### config.mk
export PLATFORM = sky130hd
export DESIGN_NAME = banked_memory_map_with_protection
export DESIGN_NICKNAME = d
export VERILOG_FILES = /design/src/rtl/bmm_pkg.sv /design/src/rtl/bmm_front.sv /design/src/rtl/bmm_back.sv /design/src/rtl/banked_memory_map_with_protection.sv
export VERILOG_INCLUDE_DIRS = /design/src /design/src/rtl
export SDC_FILE = /design/constraint.sdc
export NUM_CORES = 1
export LEC_CHECK = 0
export BUFFER_PORTS_ARGS = -buffer_cell sky130_fd_sc_hd__buf_2
export CAP_MARGIN = 20
export CORE_ASPECT_RATIO = 0.75
export CORE_MARGIN = 2
export CORE_UTILIZATION = 35
export CTS_CLUSTER_SIZE = 40
export DETAILED_ROUTE_END_ITERATION = 8
export PLACE_DENSITY = 0.59
export SLEW_MARGIN = 10
export SYNTH_ARGS = -nofsm -noshare
export SYNTH_HDL_FRONTEND = slang
export SYNTH_SLANG_ARGS = --single-unit
### constraint.sdc
create_clock -name clock -period 3.3 [get_ports clock]
set_input_delay 0.165 -clock clock [delete_from_list [all_inputs] [get_ports clock]]
set_output_delay 0.165 -clock clock [all_outputs]
set_load 0.02 [all_outputs]
### src/rtl/banked_memory_map_with_protection_assert.svh
// ----------------------------------------------------------------------------
// Banked memory map with protection: assertion macros
// Shared property forms used by the RTL assertions.
// ----------------------------------------------------------------------------
`ifndef BANKED_MEMORY_MAP_WITH_PROTECTION_ASSERT_SVH
`define BANKED_MEMORY_MAP_WITH_PROTECTION_ASSERT_SVH

// The consequent must hold in the same cycle as the antecedent.
`define BMM_ASSERT_IMP(label, clk, rst, ante, cons, msg) \
   label: assert property (@(posedge clk) disable iff (rst) (ante) |-> (cons)) \
      else $error(msg);

// The consequent must hold in the cycle after the antecedent.
`define BMM_ASSERT_NXT(label, clk, rst, ante, cons, msg) \
   label: assert property (@(posedge clk) disable iff (rst) (ante) |=> (cons)) \
      else $error(msg);

`endif

### src/rtl/bmm_pkg.sv
// ----------------------------------------------------------------------------
// Banked memory map with protection: package
// Types, codes and constants shared by the front and back parts.
// ----------------------------------------------------------------------------
package bmm_pkg;

   typedef enum logic [1:0] {
      OP_READ  = 2'd0,
      OP_WRITE = 2'd1,
      OP_TICK  = 2'd2,
      OP_NONE  = 2'd3
   } op_type;

   typedef enum logic [2:0] {
      RT_MEM_RD = 3'd0,
      RT_MEM_WR = 3'd1,
      RT_ROM_WR = 3'd2,
      RT_IO_RD  = 3'd3,
      RT_IO_WR  = 3'd4,
      RT_REG_WR = 3'd5,
      RT_DBG_RD = 3'd6,
      RT_TICK   = 3'd7
   } route_type;

   localparam logic [1:0] CSR_PROTECTED = 2'd0;
   localparam logic [1:0] CSR_IO_PAGE   = 2'd1;
   localparam logic [1:0] CSR_WD_LIMIT  = 2'd2;

   localparam int CSR_WIDTH = 17;

   localparam logic [7:0]  IO_PAGE_RESET  = 8'hFE;
   localparam logic [16:0] WD_LIMIT_RESET = 17'h10000;
   localparam logic [16:0] WD_MAX         = 17'h1FFFF;

   localparam logic [15:0] VECTOR_BASE = 16'hFFF0;
   localparam logic [15:0] HIGH_BASE   = 16'hE000;
   localparam logic [7:0]  BANK_FIRST  = 8'h78;
   localparam logic [7:0]  BANK_LAST   = 8'h7B;
   localparam logic [7:0]  ENABLE_FIRST = 8'h7C;
   localparam logic [7:0]  ENABLE_LAST  = 8'h7F;
   localparam logic [7:0]  MMU_OFFSET  = 8'hFF;
   localparam logic [7:0]  VECTOR_MMU  = 8'h02;
   localparam logic [7:0]  DEBUG_BYTE  = 8'hFF;
   localparam logic [5:0]  ROM_PAGES   = 6'd32;

   localparam logic [1:0] QUEUE_DEPTH = 2'd2;

   typedef struct packed {
      op_type      op;
      logic [15:0] addr;
      logic [7:0]  val;
      logic        dbg;
      logic        off_bank;
      logic        off_enable;
      logic        off_mmu;
      logic        vector;
      logic        low_area;
   } cls_type;

   typedef struct packed {
      route_type   route;
      logic [19:0] phys;
      logic [7:0]  ioff;
      logic [7:0]  dout;
      logic        nmi;
      logic        kernel;
   } rsp_type;

endpackage

### src/rtl/bmm_front.sv
// ----------------------------------------------------------------------------
// Banked memory map with protection: front part
// Accepts items, pre-decodes address and offset classes, and holds them in a
// two-entry queue for the back part.
// ----------------------------------------------------------------------------
module bmm_front import bmm_pkg::*; (
   input  logic        clock,
   input  logic        reset,
   input  logic        push,
   output logic        full,
   input  logic [1:0]  req_operation,
   input  logic [15:0] req_cpu_address,
   input  logic [7:0]  req_write_value,
   input  logic        req_debug_access,
   output logic        head_valid,
   output cls_type     head,
   input  logic        head_take
);

   cls_type    q_mem_ff [2];
   logic       wr_ptr_ff, wr_ptr_in;
   logic       rd_ptr_ff, rd_ptr_in;
   logic [1:0] cnt_ff, cnt_in;
   logic       accept;
   logic       take;
   cls_type    cls;
   logic [7:0] off;

   assign off = req_cpu_address[7:0];

   always_comb begin
      cls.op         = op_type'(req_operation);
      cls.addr       = req_cpu_address;
      cls.val        = req_write_value;
      cls.dbg        = req_debug_access;
      cls.off_bank   = (off >= BANK_FIRST) && (off <= BANK_LAST);
      cls.off_enable = (off >= ENABLE_FIRST) && (off <= ENABLE_LAST);
      cls.off_mmu    = (off == MMU_OFFSET);
      cls.vector     = (req_cpu_address >= VECTOR_BASE);
      cls.low_area   = (req_cpu_address < HIGH_BASE);
   end

   assign full       = reset || (cnt_ff == QUEUE_DEPTH);
   assign accept     = push && !full;
   assign head_valid = (cnt_ff != 2'd0);
   assign take       = head_take && head_valid;
   assign head       = q_mem_ff[rd_ptr_ff];

   always_comb begin
      wr_ptr_in = accept ? wr_ptr_ff + 1'b1 : wr_ptr_ff;
      rd_ptr_in = take ? rd_ptr_ff + 1'b1 : rd_ptr_ff;
      cnt_in    = cnt_ff + {1'b0, accept} - {1'b0, take};
   end

   always_ff @(posedge clock) begin
      if (reset) begin
         wr_ptr_ff <= 1'b0;
         rd_ptr_ff <= 1'b0;
         cnt_ff    <= 2'd0;
      end else begin
         wr_ptr_ff <= wr_ptr_in;
         rd_ptr_ff <= rd_ptr_in;
         cnt_ff    <= cnt_in;
      end
   end

   always_ff @(posedge clock) begin
      if (accept) begin
         q_mem_ff[wr_ptr_ff] <= cls;
      end
   end

endmodule

### src/rtl/bmm_back.sv
// ----------------------------------------------------------------------------
// Banked memory map with protection: back part
// Holds the map, mode and watchdog state, carries out one classified item per
// cycle while its two-entry output queue has room and puts its result there.
// ----------------------------------------------------------------------------
`include "banked_memory_map_with_protection_assert.svh"

module bmm_back import bmm_pkg::*; (
   input  logic                 clock,
   input  logic                 reset,
   input  logic                 csr_we,
   input  logic [1:0]           csr_index,
   input  logic [CSR_WIDTH-1:0] csr_wdata,
   input  logic                 head_valid,
   input  cls_type              head,
   output logic                 head_take,
   output logic                 empty,
   input  logic                 pop,
   output rsp_type              rsp_head
);

   logic        protected_ff;
   logic [7:0]  io_page_ff;
   logic [16:0] wd_limit_ff;

   logic [5:0]  bank_ff [4];
   logic        banking_on_ff, banking_on_in;
   logic [7:0]  mmu_ff, mmu_in;
   logic        sup_ff, sup_in;
   logic [16:0] wd_cnt_ff, wd_cnt_in;
   logic        bank_we;

   rsp_type     out_mem_ff [2];
   logic        out_wr_ff, out_rd_ff;
   logic [1:0]  out_cnt_ff, out_cnt_in;
   logic        exec;
   logic        out_take;

   rsp_type     res;
   logic        io_hit;
   logic [7:0]  mmu_eff;
   logic [7:0]  reg_sel;
   logic [3:0]  region;
   logic [5:0]  page;
   logic [16:0] wd_inc;

   assign exec      = head_valid && (out_cnt_ff != QUEUE_DEPTH);
   assign head_take = exec;
   assign empty     = reset || (out_cnt_ff == 2'd0);
   assign out_take  = pop && !empty;
   assign rsp_head  = out_mem_ff[out_rd_ff];

   always_comb begin
      io_hit  = (head.addr[15:8] == io_page_ff) && sup_ff;
      mmu_eff = (head.op == OP_READ && !io_hit && protected_ff && head.vector) ?
                VECTOR_MMU : mmu_ff;
      reg_sel = head.low_area ? {1'b0, mmu_eff[7:1]} : mmu_eff;
      region  = {reg_sel[0], reg_sel[2], reg_sel[4], reg_sel[6]};
      page    = bank_ff[head.addr[15:14]];
      wd_inc  = wd_cnt_ff + 17'd1;

      banking_on_in = banking_on_ff;
      mmu_in        = mmu_ff;
      sup_in        = sup_ff;
      wd_cnt_in     = wd_cnt_ff;
      bank_we       = 1'b0;

      res.route = RT_TICK;
      res.phys  = 20'd0;
      res.ioff  = 8'd0;
      res.dout  = 8'd0;
      res.nmi   = 1'b0;

      case (head.op)
         OP_TICK: begin
            if (protected_ff) begin
               if (!sup_ff) begin
                  if (wd_cnt_ff < WD_MAX) begin
                     wd_cnt_in = wd_inc;
                     res.nmi   = (wd_inc == wd_limit_ff);
                  end
               end else begin
                  wd_cnt_in = 17'd0;
               end
            end
         end
         OP_READ: begin
            if (io_hit) begin
               res.ioff = head.addr[7:0];
               if (head.dbg) begin
                  res.route = RT_DBG_RD;
                  res.dout  = DEBUG_BYTE;
               end else begin
                  res.route = RT_IO_RD;
               end
            end else begin
               res.route = RT_MEM_RD;
               if (protected_ff) begin
                  if (head.vector) begin
                     mmu_in = VECTOR_MMU;
                     sup_in = 1'b1;
                  end
                  res.phys = {region, head.addr};
               end else if (banking_on_ff) begin
                  res.phys = {page, head.addr[13:0]};
               end else begin
                  res.phys = {6'd0, head.addr[13:0]};
               end
            end
         end
         OP_WRITE: begin
            res.dout = head.val;
            if (io_hit) begin
               res.ioff  = head.addr[7:0];
               res.route = RT_IO_WR;
               if (!protected_ff && head.off_bank) begin
                  bank_we   = 1'b1;
                  res.route = RT_REG_WR;
               end else if (!protected_ff && head.off_enable) begin
                  banking_on_in = head.val[0];
                  res.route     = RT_REG_WR;
               end else if (protected_ff && head.off_mmu) begin
                  mmu_in    = head.val;
                  sup_in    = 1'b0;
                  res.route = RT_REG_WR;
               end
            end else if (protected_ff) begin
               res.phys  = {region, head.addr};
               res.route = region[3] ? RT_MEM_WR : RT_ROM_WR;
            end else if (banking_on_ff) begin
               res.phys  = {page, head.addr[13:0]};
               res.route = (page >= ROM_PAGES) ? RT_MEM_WR : RT_ROM_WR;
            end else begin
               res.phys  = {6'd0, head.addr[13:0]};
               res.route = RT_ROM_WR;
            end
         end
         default: begin
            res.route = RT_TICK;
         end
      endcase

      res.kernel = sup_in;
      out_cnt_in = out_cnt_ff + {1'b0, exec} - {1'b0, out_take};
   end

   always_ff @(posedge clock) begin
      if (reset) begin
         protected_ff <= 1'b0;
         io_page_ff   <= IO_PAGE_RESET;
         wd_limit_ff  <= WD_LIMIT_RESET;
      end else if (csr_we) begin
         case (csr_index)
            CSR_PROTECTED: protected_ff <= csr_wdata[0];
            CSR_IO_PAGE:   io_page_ff   <= csr_wdata[7:0];
            CSR_WD_LIMIT:  wd_limit_ff  <= csr_wdata;
            default:       protected_ff <= protected_ff;
         endcase
      end
   end

   always_ff @(posedge clock) begin
      if (reset) begin
         for (int i = 0; i < 4; i++) begin
            bank_ff[i] <= 6'd0;
         end
         banking_on_ff <= 1'b0;
         mmu_ff        <= 8'd0;
         sup_ff        <= 1'b1;
         wd_cnt_ff     <= 17'd0;
      end else if (exec) begin
         if (bank_we) begin
            bank_ff[head.addr[1:0]] <= head.val[5:0];
         end
         banking_on_ff <= banking_on_in;
         mmu_ff        <= mmu_in;
         sup_ff        <= sup_in;
         wd_cnt_ff     <= wd_cnt_in;
      end
   end

   always_ff @(posedge clock) begin
      if (reset) begin
         out_wr_ff  <= 1'b0;
         out_rd_ff  <= 1'b0;
         out_cnt_ff <= 2'd0;
      end else begin
         if (exec) begin
            out_wr_ff <= out_wr_ff + 1'b1;
         end
         if (out_take) begin
            out_rd_ff <= out_rd_ff + 1'b1;
         end
         out_cnt_ff <= out_cnt_in;
      end
   end

   always_ff @(posedge clock) begin
      if (exec) begin
         out_mem_ff[out_wr_ff] <= res;
      end
   end

   `BMM_ASSERT_IMP(a_nmi_on_tick, clock, reset, exec && res.nmi,
      res.route == RT_TICK, "watchdog pulse on a non-tick item")
   `BMM_ASSERT_IMP(a_phys_zero, clock, reset,
      exec && (res.route == RT_IO_RD || res.route == RT_IO_WR ||
      res.route == RT_REG_WR || res.route == RT_DBG_RD || res.route == RT_TICK),
      res.phys == 20'd0, "physical address set on a non-memory route")
   `BMM_ASSERT_NXT(a_wd_clear, clock, reset,
      exec && head.op == OP_TICK && protected_ff && sup_ff,
      wd_cnt_ff == 17'd0, "watchdog not cleared by a kernel-mode tick")
   `BMM_ASSERT_NXT(a_mmu_user, clock, reset,
      exec && res.route == RT_REG_WR && protected_ff,
      !sup_ff && mmu_ff == $past(head.val), "MMU write did not enter user mode")

endmodule

### src/rtl/banked_memory_map_with_protection.sv
// ----------------------------------------------------------------------------
// Banked memory map with protection: top level
// Translates CPU reads, writes and watchdog ticks into routed results.
// ----------------------------------------------------------------------------
// The unit takes one item per clock while full is low and returns one
// result per item, in order. An accepted item is decoded and queued by the
// front part, carried out by the back part once its output queue has room,
// and then waits in that queue until it is popped. The rate of one item per
// cycle is set by the back part, which updates the bank, MMU, mode and
// watchdog state once per item; two-entry queues on both sides of it absorb
// stalls, and only results left waiting slow the input. Full and empty stay
// high while reset is asserted.
module banked_memory_map_with_protection import bmm_pkg::*; (
   input  logic                 clock,
   input  logic                 reset,
   input  logic                 csr_we,
   input  logic [1:0]           csr_index,
   input  logic [CSR_WIDTH-1:0] csr_wdata,
   input  logic                 push,
   output logic                 full,
   input  logic [1:0]           req_operation,
   input  logic [15:0]          req_cpu_address,
   input  logic [7:0]           req_write_value,
   input  logic                 req_debug_access,
   output logic                 empty,
   input  logic                 pop,
   output logic [2:0]           rsp_route,
   output logic [19:0]          rsp_physical_address,
   output logic [7:0]           rsp_io_offset,
   output logic [7:0]           rsp_data_out,
   output logic                 rsp_nmi_pulse,
   output logic                 rsp_kernel_mode
);

   logic    head_valid;
   logic    head_take;
   cls_type head;
   rsp_type rsp_head;

   bmm_front u_front (
      .clock            (clock),
      .reset            (reset),
      .push             (push),
      .full             (full),
      .req_operation    (req_operation),
      .req_cpu_address  (req_cpu_address),
      .req_write_value  (req_write_value),
      .req_debug_access (req_debug_access),
      .head_valid       (head_valid),
      .head             (head),
      .head_take        (head_take)
   );

   bmm_back u_back (
      .clock      (clock),
      .reset      (reset),
      .csr_we     (csr_we),
      .csr_index  (csr_index),
      .csr_wdata  (csr_wdata),
      .head_valid (head_valid),
      .head       (head),
      .head_take  (head_take),
      .empty      (empty),
      .pop        (pop),
      .rsp_head   (rsp_head)
   );

   assign rsp_route            = rsp_head.route;
   assign rsp_physical_address = rsp_head.phys;
   assign rsp_io_offset        = rsp_head.ioff;
   assign rsp_data_out         = rsp_head.dout;
   assign rsp_nmi_pulse        = rsp_head.nmi;
   assign rsp_kernel_mode      = rsp_head.kernel;

endmodule

==> summary.md, run 1 <==
| Metric | Value |
|---|---|
| Dpl hpwl | `17.0 mm` |
| Max-cap violations | `0` |
| Number of buffers created by CTS | `25` |
| Wirelength per Cell | `17.5 um` |
| Vias in the first global route | `6353` |
| CORE AREA | `28200 um^2` |
| Ant diodes | `0` |
| PwrDens | `717 nW/um^2` |
| Placed cell area | `11100 um^2` |
| DRT Wirelength | `23.8 mm` |
| Crit-path max FO | `17` |
| Comb pwr share | `24.7%` |
| IO Pins | `94` |
| Relative max-transition margin | `31.0%` |
| Status | `finished clean` |
| CP required | `3.49 ns` |
| 1st-pass router iterations | `6` |
| Register share of total power | `44.1%` |
| Clock power share | `31.3%` |
| Setup Fix Bufs, Post-CTS | `0` |
| Synthesis Warnings | `0` |
| Min-Delay Path Class | `in -> reg` |
| Crit path time final | `3.06 ns` |
| Pleak | `4.47 nW` |
| Crit path kind | `reg -> reg` |
| Clk Latency, worst-skew pair | `0.53 ns` |
| Worst-path clk slew | `0.06 ns` |
| RD Place Congestion | `0.869` |
| Library cells used by synthesis | `56` |
| Largest net degree at the start of global routing | `42` |
| Initial Util | `35.8%` |
| Port buffer count | `93` |
| Mapped cell area | `10100 um^2` |
| Most frequent cells after synthesis | `170 x edfxtp_1, 89 x nand2_1, 79 x nor2_1` |
| Seq/Total Area, Yosys | `63.2%` |
| Final setup violation count | `0` |
| Initial antenna violation count | `0` |
| Final Cycle Share | `92.8%` |
| CTS tree | `done` |
| Post-CTS Resized | `0` |
| Final setup TNS | `0 ns` |
| CTS root buffer | `clkbuf_16` |
| Clk sinks | `233` |
| # rows | `53` |
| Share of layout cells above drive strength 1 | `22.4%` |
| Count of pins over their slew limit | `0` |
| Nets | `1019` |
| GRT overflow | `0` |
| Internal | `6.17 mW` |
| Yosys top cell by area | `edfxtp_1` |
| Die height | `151 um` |
| Worst Tran Pin Value | `1.03 ns` |
| Post-synthesis register bit count | `233` |
| Area Overhead vs Synth | `22.1%` |
| Die width | `200 um` |
| Placed Cells | `1277` |
| Unrepaired setup endpoints after global routing | `false` |
| Vias per inst | `4.93` |
| Fin. Hold Viols | `0` |
| Asr flop ratio synth | `0%` |
| CP Launch Type | `flop` |
| Final cell count without fillers | `1366` |
| Util after Layout | `43.7%` |
| Synth Area per Inst | `12.4 um^2` |
| Die ar. | `30200 um^2` |
| Synth Flop Type | `edfxtp_1` |
| H-tree depth | `1` |
| Mapped Cells | `815` |
| Top cells by area, synth | `edfxtp_1 51%, dfxtp_1 13%, mux2_2 5.4%, mux2i_1 3.5%, nand2_1 3.3%` |
| Routed Antenna Nets | `0` |
| GRT Overall Usage | `15.9%` |
| Drc violations | `0` |
| Synthesized Nets | `871` |
| WP data arrival | `3.25 ns` |
| Via count | `6733` |
| Most common cell in the netlist | `edfxtp_1` |
| CTS max path bufs | `3` |
| Sw Ratio | `30.1%` |
| DRT iter0 DRCs | `553` |
| Fmax | `327 MHz` |
| Yosys top cell area share | `50.6%` |
| Final instance area | `12300 um^2` |
| Crit. End Element | `flop` |
| Post-synth EDFFs | `170` |
| Worst Skew | `0.0229 ns` |
| Psw | `2.65 mW` |
| First-pass GRT wire length | `36.5 mm` |
| Peak VDD IR | `347 uV` |
[metrics by stage]
step | hold WS [ns] | worst slack (ns) | power (mW)
floorplan | 0.264 | 0.532 | 5.33
global placement | 0.355 | 0.444 | 6.08
detailed placement | 0.356 | 0.271 | 6.10
CTS | 0.0371 | 0.270 | 8.90
global route | 0.0495 | 0.0138 | 9.22
finish | 0.0557 | 0.238 | 8.82
[per-layer routing]
metal | track usage, % | vias up | share of wire (%)
met5 | 0 | - | 0
met4 | 3.37 | 0 | 1.6
met3 | 2.83 | 33 | 6.0
met2 | 21.6 | 209 | 40
met1 | 25.7 | 3220 | 52
li1 | - | 3271 | -
[cells by family (layout without fill, tap and decap cells)]
group	after synthesis	in the layout	synth area share, %
adder cells (fa/ha/maj)	5	5	0.621
multiplexers	88	88	9.87
buffers and inverters	55	221	2.42
flip-flops	233	233	63.2
XOR/XNOR	40	40	3.48
AO/OA/AOI/OAI	111	111	6.78
AND/OR/NAND/NOR	283	283	13.7
[cell type report]
class                   count  area (um^2)
inverters                  15         56.3
fillers                  2591        15900
repair buffers            161         1100
well taps                 385          482
flip-flops and latches    233         6370
multi-input cells         527         3490
clock inverters            13          124
clock buffers              32          692
[placed cells by master (no fill, tap or decap), types with 11 or more instances in the layout]
master | Yosys | final
a21oi_1 | 50 | 50
buf_2 | 6 | 93
buf_4 | 0 | 23
clkbuf_16 | 0 | 25
dfxtp_1 | 63 | 61
dlygate4sd3_1 | 0 | 44
edfxtp_1 | 170 | 170
inv_1 | 15 | 15
mux2_2 | 48 | 48
mux2i_1 | 35 | 35
nand2_1 | 89 | 89
nand3_1 | 15 | 15
nand3b_1 | 11 | 11
nor2_1 | 79 | 76
nor3_1 | 13 | 13
o21ai_0 | 24 | 24
xnor2_1 | 27 | 27
xor2_1 | 13 | 13
[registers in the layout, summed over array words and instances, names as in the netlist, 2 cells and up, named ones only]
register            count
u_back.out_mem_ff      82
u_front.q_mem_ff       64
u_back.bank_ff         24
u_back.wd_cnt_ff       17
u_back.wd_limit_ff     17
u_back.io_page_ff       8
u_back.mmu_ff           8
u_back.out_cnt_ff       2
u_front.cnt_ff          2
[repair_timing]
item | in CTS | in global routing
hold endpoints to repair | 80 | 0
hold buffers | 44 | 0
setup endpoints to repair | 0 | 0
[worst max-delay path, stage by stage, from the launching register on]
cell and delay, ns:
dfxtp_2 0.57, buf_4 0.36, mux2i_1 0.39, xnor2_1 0.11, nor2_1 0.25, and4b_1 0.39, nand4b_1 0.31, nand2b_1 0.35
[worst paths after layout]
path,end,slack (ns),startpoint,cells past startpoint
max reg2reg,u_back.bank_ff[1][2],0.24,flop,7
min,u_back.protected_ff,0.06,csr_index[1],4
max,u_back.bank_ff[1][2],0.24,flop,7
min reg2reg,u_back.mmu_ff[0],0.47,u_back.mmu_ff[0],1
[power groups by stage]
stage / clock network, mW / registers [mW] / logic, mW
2_1_floorplan: 0 / 3.87 / 1.46
3_3_place_gp: 0 / 3.94 / 2.14
3_5_place_dp: 0 / 3.95 / 2.15
4_1_cts: 2.81 / 3.89 / 2.20
5_1_grt: 2.93 / 3.94 / 2.36
6_report: 2.76 / 3.89 / 2.17
Power figures use the tool's default switching activity.
==> run 2: changes to the inputs <==
- REMOVE_ABC_BUFFERS: default -> 1
==> summary.md, run 2 (synthesis results as in run 1) <==
| Metric | Value |
|---|---|
| Crit-path max FO | `17 (unchanged)` |
| # rows | `53 (unchanged)` |
| First-pass GRT wire length | `35.3 mm (was 36.5 mm)` |
| Final Cycle Share | `89.7% (was 92.8%)` |
| Worst Min Path Start | `reset (was csr_index[1])` |
| Placed Cells | `1273 (was 1277)` |
| Fin. Hold Viols | `0 (unchanged)` |
| Die width | `200 um (unchanged)` |
| Vias per inst | `4.93 (about the same)` |
| Met2 Use GR | `22.1% (was 21.6%)` |
| CTS max path bufs | `3 (unchanged)` |
| GRT Overall Usage | `15.3% (was 15.9%)` |
| Met1 GRT Util | `23.6% (was 25.7%)` |
| Status | `finished clean (unchanged)` |
| Count of pins over their slew limit | `0 (unchanged)` |
| Number of buffers created by CTS | `25 (unchanged)` |
| Port buffer count | `93 (unchanged)` |
| Drc violations | `0 (unchanged)` |
| Clk sinks | `233 (unchanged)` |
| GR peak layer | `met1 (unchanged)` |
| Crit path time final | `2.96 ns (was 3.06 ns)` |
| CTS root buffer | `clkbuf_16 (unchanged)` |
| Relative max-transition margin | `39.0% (was 31.0%)` |
| Wirelength per Cell | `17.1 um (was 17.5 um)` |
| DRT Wirelength | `23.3 mm (was 23.8 mm)` |
| Nets | `1015 (was 1019)` |
| Dpl hpwl | `16.4 mm (was 17.0 mm)` |
| Internal | `6.24 mW (was 6.17 mW)` |
| Register share of total power | `43.9% (was 44.1%)` |
| Worst Skew | `0.0106 ns (was 0.0229 ns)` |
| Min-Delay Path Class | `in -> reg (unchanged)` |
| Worst-path clk slew | `0.06 ns (about the same)` |
| WP data arrival | `3.14 ns (was 3.25 ns)` |
| Clk Latency, worst-skew pair | `0.51 ns (was 0.53 ns)` |
| DRT iter0 DRCs | `529 (was 553)` |
| Share of layout cells above drive strength 1 | `21.7% (was 22.4%)` |
| CP Launch Type | `flop (unchanged)` |
| Most frequent cells in the layout | `170 x edfxtp_1, 93 x buf_2, 89 x nand2_1 (unchanged)` |
| Pre-CTS setup slack | `0.380 ns (was 0.271 ns)` |
| Die ar. | `30200 um^2 (unchanged)` |
| Comb pwr share | `24.5% (was 24.7%)` |
| Area Overhead vs Synth | `22.0% (was 22.1%)` |
| Final worst slack | `0.340 ns (was 0.238 ns)` |
| GRT overflow | `0 (unchanged)` |
| Psw | `2.57 mW (was 2.65 mW)` |
| Unrepaired setup endpoints after global routing | `false (unchanged)` |
| Max-cap violations | `0 (unchanged)` |
| Crit. End Element | `flop (unchanged)` |
| Worst Tran Pin Value | `0.915 ns (was 1.03 ns)` |
| CTS tree | `done (unchanged)` |
| GR Util met3 | `3.03% (was 2.83%)` |
| Max FFs per register | `82 (unchanged)` |
| Ant diodes | `0 (unchanged)` |
| Clock power share | `31.6% (was 31.3%)` |
| Fmax | `338 MHz (was 327 MHz)` |
| Crit path kind | `reg -> reg (unchanged)` |
| Via count | `6711 (was 6733)` |
| Reg with most FFs | `u_back.out_mem_ff (unchanged)` |
| Pleak | `4.45 nW (was 4.47 nW)` |
| H-tree depth | `1 (unchanged)` |
| Final setup TNS | `0 ns (unchanged)` |
| RD Place Congestion | `0.881 (was 0.869)` |
| Die height | `151 um (unchanged)` |
| 1st-pass router iterations | `8 (was 6)` |
| Most common cell after layout, fill and taps aside | `edfxtp_1 (unchanged)` |
| Final setup violation count | `0 (unchanged)` |
| CP required | `3.48 ns (was 3.49 ns)` |
| IO Pins | `94 (unchanged)` |
| Initial Util | `35.8% (unchanged)` |
| Sw Ratio | `29.2% (was 30.1%)` |
| Total power | `8.81 mW (was 8.82 mW)` |
| Routed Antenna Nets | `0 (unchanged)` |
| Final instance area | `12300 um^2 (about the same)` |
| Biggest registers after layout | `u_back.out_mem_ff (82), u_front.q_mem_ff (64), u_back.bank_ff (24) (unchanged)` |
| PwrDens | `717 nW/um^2 (about the same)` |
| Peak VDD IR | `341 uV (was 347 uV)` |
| CORE AREA | `28200 um^2 (unchanged)` |
| Placed cell area | `11000 um^2 (was 11100 um^2)` |
| Largest net degree at the start of global routing | `33 (was 42)` |
| Final cell count without fillers | `1362 (was 1366)` |
| Vias in the first global route | `6275 (was 6353)` |
| Initial antenna violation count | `0 (unchanged)` |
-- run 2: changes by cell type in the layout (fill, tap and decap cells not counted) --
cell	previous run	this run
clkbuf_1	3	7
clkinvlp_2	0	1
clkbuf_8	4	0
clkinv_2	3	2
inv_6	3	1
bufinv_16	2	4
buf_12	1	2
buf_4	23	18
-- run 2: final cells by class --
cell class | instances | area [um^2]
clock buffers | 32 | 652
clock inverters | 13 | 166
fillers | 2632 | 15900
inverters | 15 | 56.3
multi-input cells | 527 | 3490
flip-flops and latches | 233 | 6370
well taps | 385 | 482
repair buffers | 157 | 1080
-- run 2: worst max-delay path: stages, from the launching register on --
cell and delay (ns):
dfxtp_2 0.49, buf_4 0.35, mux2i_1 0.40, xnor2_1 0.12
nor2_1 0.29, and4b_1 0.37, nand4_1 0.27, nand2b_1 0.36
-- run 2: repair_timing --
| action | CTS | global route |
|---|---|---|
| hold buffers | 44 | 0 |
| buffers inserted | 0 | 0 |
| endpoints found under the hold margin | 84 | 0 |
| gates resized for setup | 0 | 0 |
-- run 2: power groups by stage --
| stage | registers, mW | logic, mW | clock network [mW] |
|---|---|---|---|
| 2_1_floorplan | 3.95 | 1.33 | 0 |
| 3_3_place_gp | 3.91 | 2.13 | 0 |
| 3_5_place_dp | 3.93 | 2.14 | 0 |
| 4_1_cts | 3.87 | 2.20 | 2.85 |
| 5_1_grt | 3.91 | 2.37 | 2.96 |
| 6_report | 3.87 | 2.16 | 2.78 |
-- run 2: worst paths after layout --
kind / end / slack [ns] / cells past startpoint
worst min-delay path: u_back.out_cnt_ff[1] / 0.06 / 2
worst max register to register: u_back.bank_ff[0][1] / 0.34 / 7
worst min register to register: u_back.mmu_ff[3] / 0.46 / 1
worst max-delay path: u_back.bank_ff[0][1] / 0.34 / 7
-- run 2: stage by stage --
stage / utilization (%) / hold WS (ns)
floorplan: - / 0.234
global placement: 39.2 / 0.356
detailed placement: 39.2 / 0.358
CTS: 43.6 / 0.0495
global route: 43.6 / 0.0684
finish: 43.6 / 0.0598
-- run 2: layer usage --
layer / vias to the layer above / routed length (um)
li1: 3248 / -
met1: 3231 / 11800
met2: 201 / 9660
met3: 31 / 1490
met4: 0 / 393
met5: - / 0
==> run 3: changes to the inputs <==
- SYNTH_HIERARCHICAL: default -> 1
==> summary.md, run 3 <==
| Metric | Value |
|---|---|
| Relative max-transition margin | `41.1% (was 39.0%)` |
| Most common cell in the netlist | `edfxtp_1 (unchanged)` |
| Multi-input gate area | `3900 um^2 (was 3490 um^2)` |
| Synth Flop Type | `edfxtp_1 (unchanged)` |
| Worst Skew | `0.0137 ns (was 0.0106 ns)` |
| Top cells by area, synth | `edfxtp_1 48%, dfxtp_1 12%, mux2_2 5.1%, mux2_4 4.3%, nand2_1 3.7% (was edfxtp_1 51%, dfxtp_1 13%, mux2_2 5.4%, mux2i_1 3.5%, nand2_1 3.3%)` |
| Register share of total power | `41.7% (was 43.9%)` |
| GR Util met3 | `3.08% (was 3.03%)` |
| Port buffer count | `93 (unchanged)` |
| Sw Ratio | `29.3% (was 29.2%)` |
| Post-CTS Resized | `0 (unchanged)` |
| Initial Util | `35.3% (was 35.8%)` |
| Synthesis Warnings | `6 (was 0)` |
| Vias in the first global route | `6582 (was 6275)` |
| Compound-Gate Fraction of Synth Area | `6.04% (was 6.78%)` |
| Cell with the largest stage delay on the worst path | `dfxtp_2 (unchanged)` |
| Largest family of logic cells by synthesized area | `simple AND/OR/NAND/NOR gates (unchanged)` |
| Post-synthesis register bit count | `233 (unchanged)` |
| Vias per inst | `4.97 (was 4.93)` |
| Status | `finished clean (unchanged)` |
| Crit-path max FO | `11 (was 17)` |
| Yosys top cell area share | `48.2% (was 50.6%)` |
| Initial antenna violation count | `0 (unchanged)` |
| Clock power share | `33.0% (was 31.6%)` |
| Unrepaired setup endpoints after global routing | `false (unchanged)` |
| Number of buffers created by CTS | `26 (was 25)` |
| Comb pwr share | `25.3% (was 24.5%)` |
| Largest net degree at the start of global routing | `42 (was 33)` |
| # rows | `55 (was 53)` |
| Die ar. | `31700 um^2 (was 30200 um^2)` |
| Final Cycle Share | `88.8% (was 89.7%)` |
| Util after Layout | `42.7% (was 43.6%)` |
| Mapped cell area | `10600 um^2 (was 10100 um^2)` |
| Crit path time final | `2.93 ns (was 2.96 ns)` |
| CTS tree | `done (unchanged)` |
| Final setup violation count | `0 (unchanged)` |
| Placed cell area | `11400 um^2 (was 11000 um^2)` |
| Biggest registers after layout | `u_back/out_mem_ff (82), u_front/q_mem_ff (64), u_back/bank_ff (24) (was u_back.out_mem_ff (82), u_front.q_mem_ff (64), u_back.bank_ff (24))` |
| Synth Area per Inst | `12.8 um^2 (was 12.4 um^2)` |
| Psw | `2.71 mW (was 2.57 mW)` |
| Worst-path clk slew | `0.06 ns (about the same)` |
| CP Launch Type | `flop (unchanged)` |
| Fillers | `2800 (was 2632)` |
| H-tree depth | `1 (unchanged)` |
| Crit path kind | `reg -> reg (unchanged)` |
| Seq/Total Area, Yosys | `60.1% (was 63.2%)` |
| Met2 Use GR | `22.2% (was 22.1%)` |
| GR peak layer | `met1 (unchanged)` |
| First-pass GRT wire length | `37.9 mm (was 35.3 mm)` |
| Asr flop ratio synth | `0% (unchanged)` |
| Total power | `9.27 mW (was 8.81 mW)` |
| Reg with most FFs | `u_back/out_mem_ff (was u_back.out_mem_ff)` |
| Post-Synth Adder-Cell Area | `0.591% (was 0.621%)` |
| Most frequent cells in the layout | `170 x edfxtp_1, 104 x nand2_1, 93 x buf_2 (was 170 x edfxtp_1, 93 x buf_2, 89 x nand2_1)` |
| Crit-path leading delay family | `simple AND/OR/NAND/NOR gates (unchanged)` |
| CP Cell Sequence | `buf_4, mux2_4, inv_1, nand2_1, nor4_2, a41o_1 (was buf_4, mux2i_1, xnor2_1, nor2_1, and4b_1, nand4_1, nand2b_1)` |
| Clk sinks | `233 (unchanged)` |
| WP data arrival | `3.14 ns (about the same)` |
| Pleak | `4.89 nW (was 4.45 nW)` |
| GRT Overall Usage | `15.4% (was 15.3%)` |
| Final instance area | `12800 um^2 (was 12300 um^2)` |
| Max-cap violations | `0 (unchanged)` |
| Min-Delay Path Class | `in -> reg (unchanged)` |
| Area Overhead vs Synth | `21.1% (was 22.0%)` |
| Mapped Cells | `829 (was 815)` |
| Routed Antenna Nets | `0 (unchanged)` |
| Drc violations | `0 (unchanged)` |
| Dpl hpwl | `16.7 mm (was 16.4 mm)` |
| Die width | `205 um (was 200 um)` |
| 1st-pass router iterations | `5 (was 8)` |
| Post-synthesis mux area share | `11.8% (was 9.87%)` |
| CORE AREA | `30000 um^2 (was 28200 um^2)` |
| Max FFs per register | `82 (unchanged)` |
| Post-synthesis simple-gate area fraction | `15.0% (was 13.7%)` |
| Ant diodes | `0 (unchanged)` |
| CTS max path bufs | `3 (unchanged)` |
| IO Pins | `94 (unchanged)` |
| CTS root buffer | `clkbuf_16 (unchanged)` |
| GRT overflow | `0 (unchanged)` |
| DRT Wirelength | `24.7 mm (was 23.3 mm)` |
| DRT iter0 DRCs | `535 (was 529)` |
| Worst Tran Pin Value | `0.879 ns (was 0.915 ns)` |
| Crit. End Element | `flop (unchanged)` |
| Fmax | `341 MHz (was 338 MHz)` |
| PwrDens | `723 nW/um^2 (was 717 nW/um^2)` |
| Wirelength per Cell | `17.8 um (was 17.1 um)` |
| Library cells used by synthesis | `68 (was 56)` |
| CP bufs+invs | `2 (was 1)` |
| Most common cell after layout, fill and taps aside | `edfxtp_1 (unchanged)` |
| Peak VDD IR | `332 uV (was 341 uV)` |
| CP required | `3.51 ns (was 3.48 ns)` |
| Internal | `6.56 mW (was 6.24 mW)` |
| Met1 GRT Util | `23.5% (was 23.6%)` |
| Synth Area in XOR/XNOR | `3.20% (was 3.48%)` |
| Most frequent cells after synthesis | `170 x edfxtp_1, 104 x nand2_1, 63 x dfxtp_1 (was 170 x edfxtp_1, 89 x nand2_1, 79 x nor2_1)` |
| Via count | `6885 (was 6711)` |
| Fin. Hold Viols | `0 (unchanged)` |
| Share of layout cells above drive strength 1 | `26.2% (was 21.7%)` |
| R2R setup slack | `0.37 ns (was 0.34 ns)` |
| Count of pins over their slew limit | `0 (unchanged)` |
| Nets | `1021 (was 1015)` |
| Yosys top cell by area | `edfxtp_1 (unchanged)` |
| Post-synth EDFFs | `170 (unchanged)` |
| Clk Latency, worst-skew pair | `0.53 ns (was 0.51 ns)` |
| Critical Path Max Stage Delay | `0.56 ns (was 0.49 ns)` |
| Register cell area after layout | `6370 um^2 (unchanged)` |
| RD Place Congestion | `0.829 (was 0.881)` |
| Die height | `155 um (was 151 um)` |
run 3: worst reg2reg max path, stage by stage (launching register included):
cell     delay (ns)
dfxtp_2        0.56
buf_4          0.30
mux2_4         0.34
inv_1          0.25
nand2_1        0.19
nor4_2         0.56
a41o_1         0.42
run 3: kinds of logic (layout without fill, tap and decap cells):
logic type               after synthesis  in the layout
AO/OA/AOI/OAI                        100            100
adder cells (fa/ha/maj)                5              5
buffers and inverters                 61            217
flip-flops                           233            233
multiplexers                          99             99
AND/OR/NAND/NOR                      294            294
XOR/XNOR                              37             37
run 3: area by class of cell:
cell class	instances	share of cell area [%]
Clock buffer	39	6.19
Clock inverter	9	1.08
Inverter	13	0.380
Multi-Input combinational cell	535	30.4
Sequential cell	233	49.7
Tap cell	399	3.89
Timing Repair Buffer	156	8.37
run 3: path summary, 6_finish.rpt:
path / from / endpoint / depth (start not counted)
worst max-delay path: flop / u_back/bank_ff[3][0] / 6
worst max register to register: flop / u_back/bank_ff[3][0] / 6
worst min register to register: u_back/mmu_ff[0] / u_back/mmu_ff[0] / 2
worst min-delay path: csr_index[1] / u_back/protected_ff / 4
run 3: per-stage QoR:
step | setup WS (ns) | hold WS [ns] | instances | TNS [ns]
finish | 0.370 | 0.0575 | 1384 | 0
global route | 0.174 | 0.0752 | 1384 | 0
CTS | 0.384 | 0.0389 | 1383 | 0
detailed placement | 0.410 | 0.358 | 1289 | 0
global placement | 0.476 | 0.356 | 1289 | 0
floorplan | -0.308 | 0.234 | 781 | -13.69
run 3: power groups by stage:
stage | clock network (mW) | registers [mW] | logic [mW]
6_report | 3.06 | 3.87 | 2.34
5_1_grt | 3.24 | 3.91 | 2.54
4_1_cts | 3.12 | 3.87 | 2.36
3_5_place_dp | 0 | 3.93 | 2.31
3_3_place_gp | 0 | 3.92 | 2.29
2_1_floorplan | 0 | 3.94 | 1.50
run 3: repair_timing:
action	4_1_cts	5_1_grt
hold endpoints to repair	90	0
buffers inserted	0	0
setup endpoints to repair	0	0
hold buffers	46	0
run 3: layer usage:
metal	share of wire (%)	wire, um
met1	50	12300
met2	42	10400
met3	5.8	1420
met4	2.1	522
met5	0	0
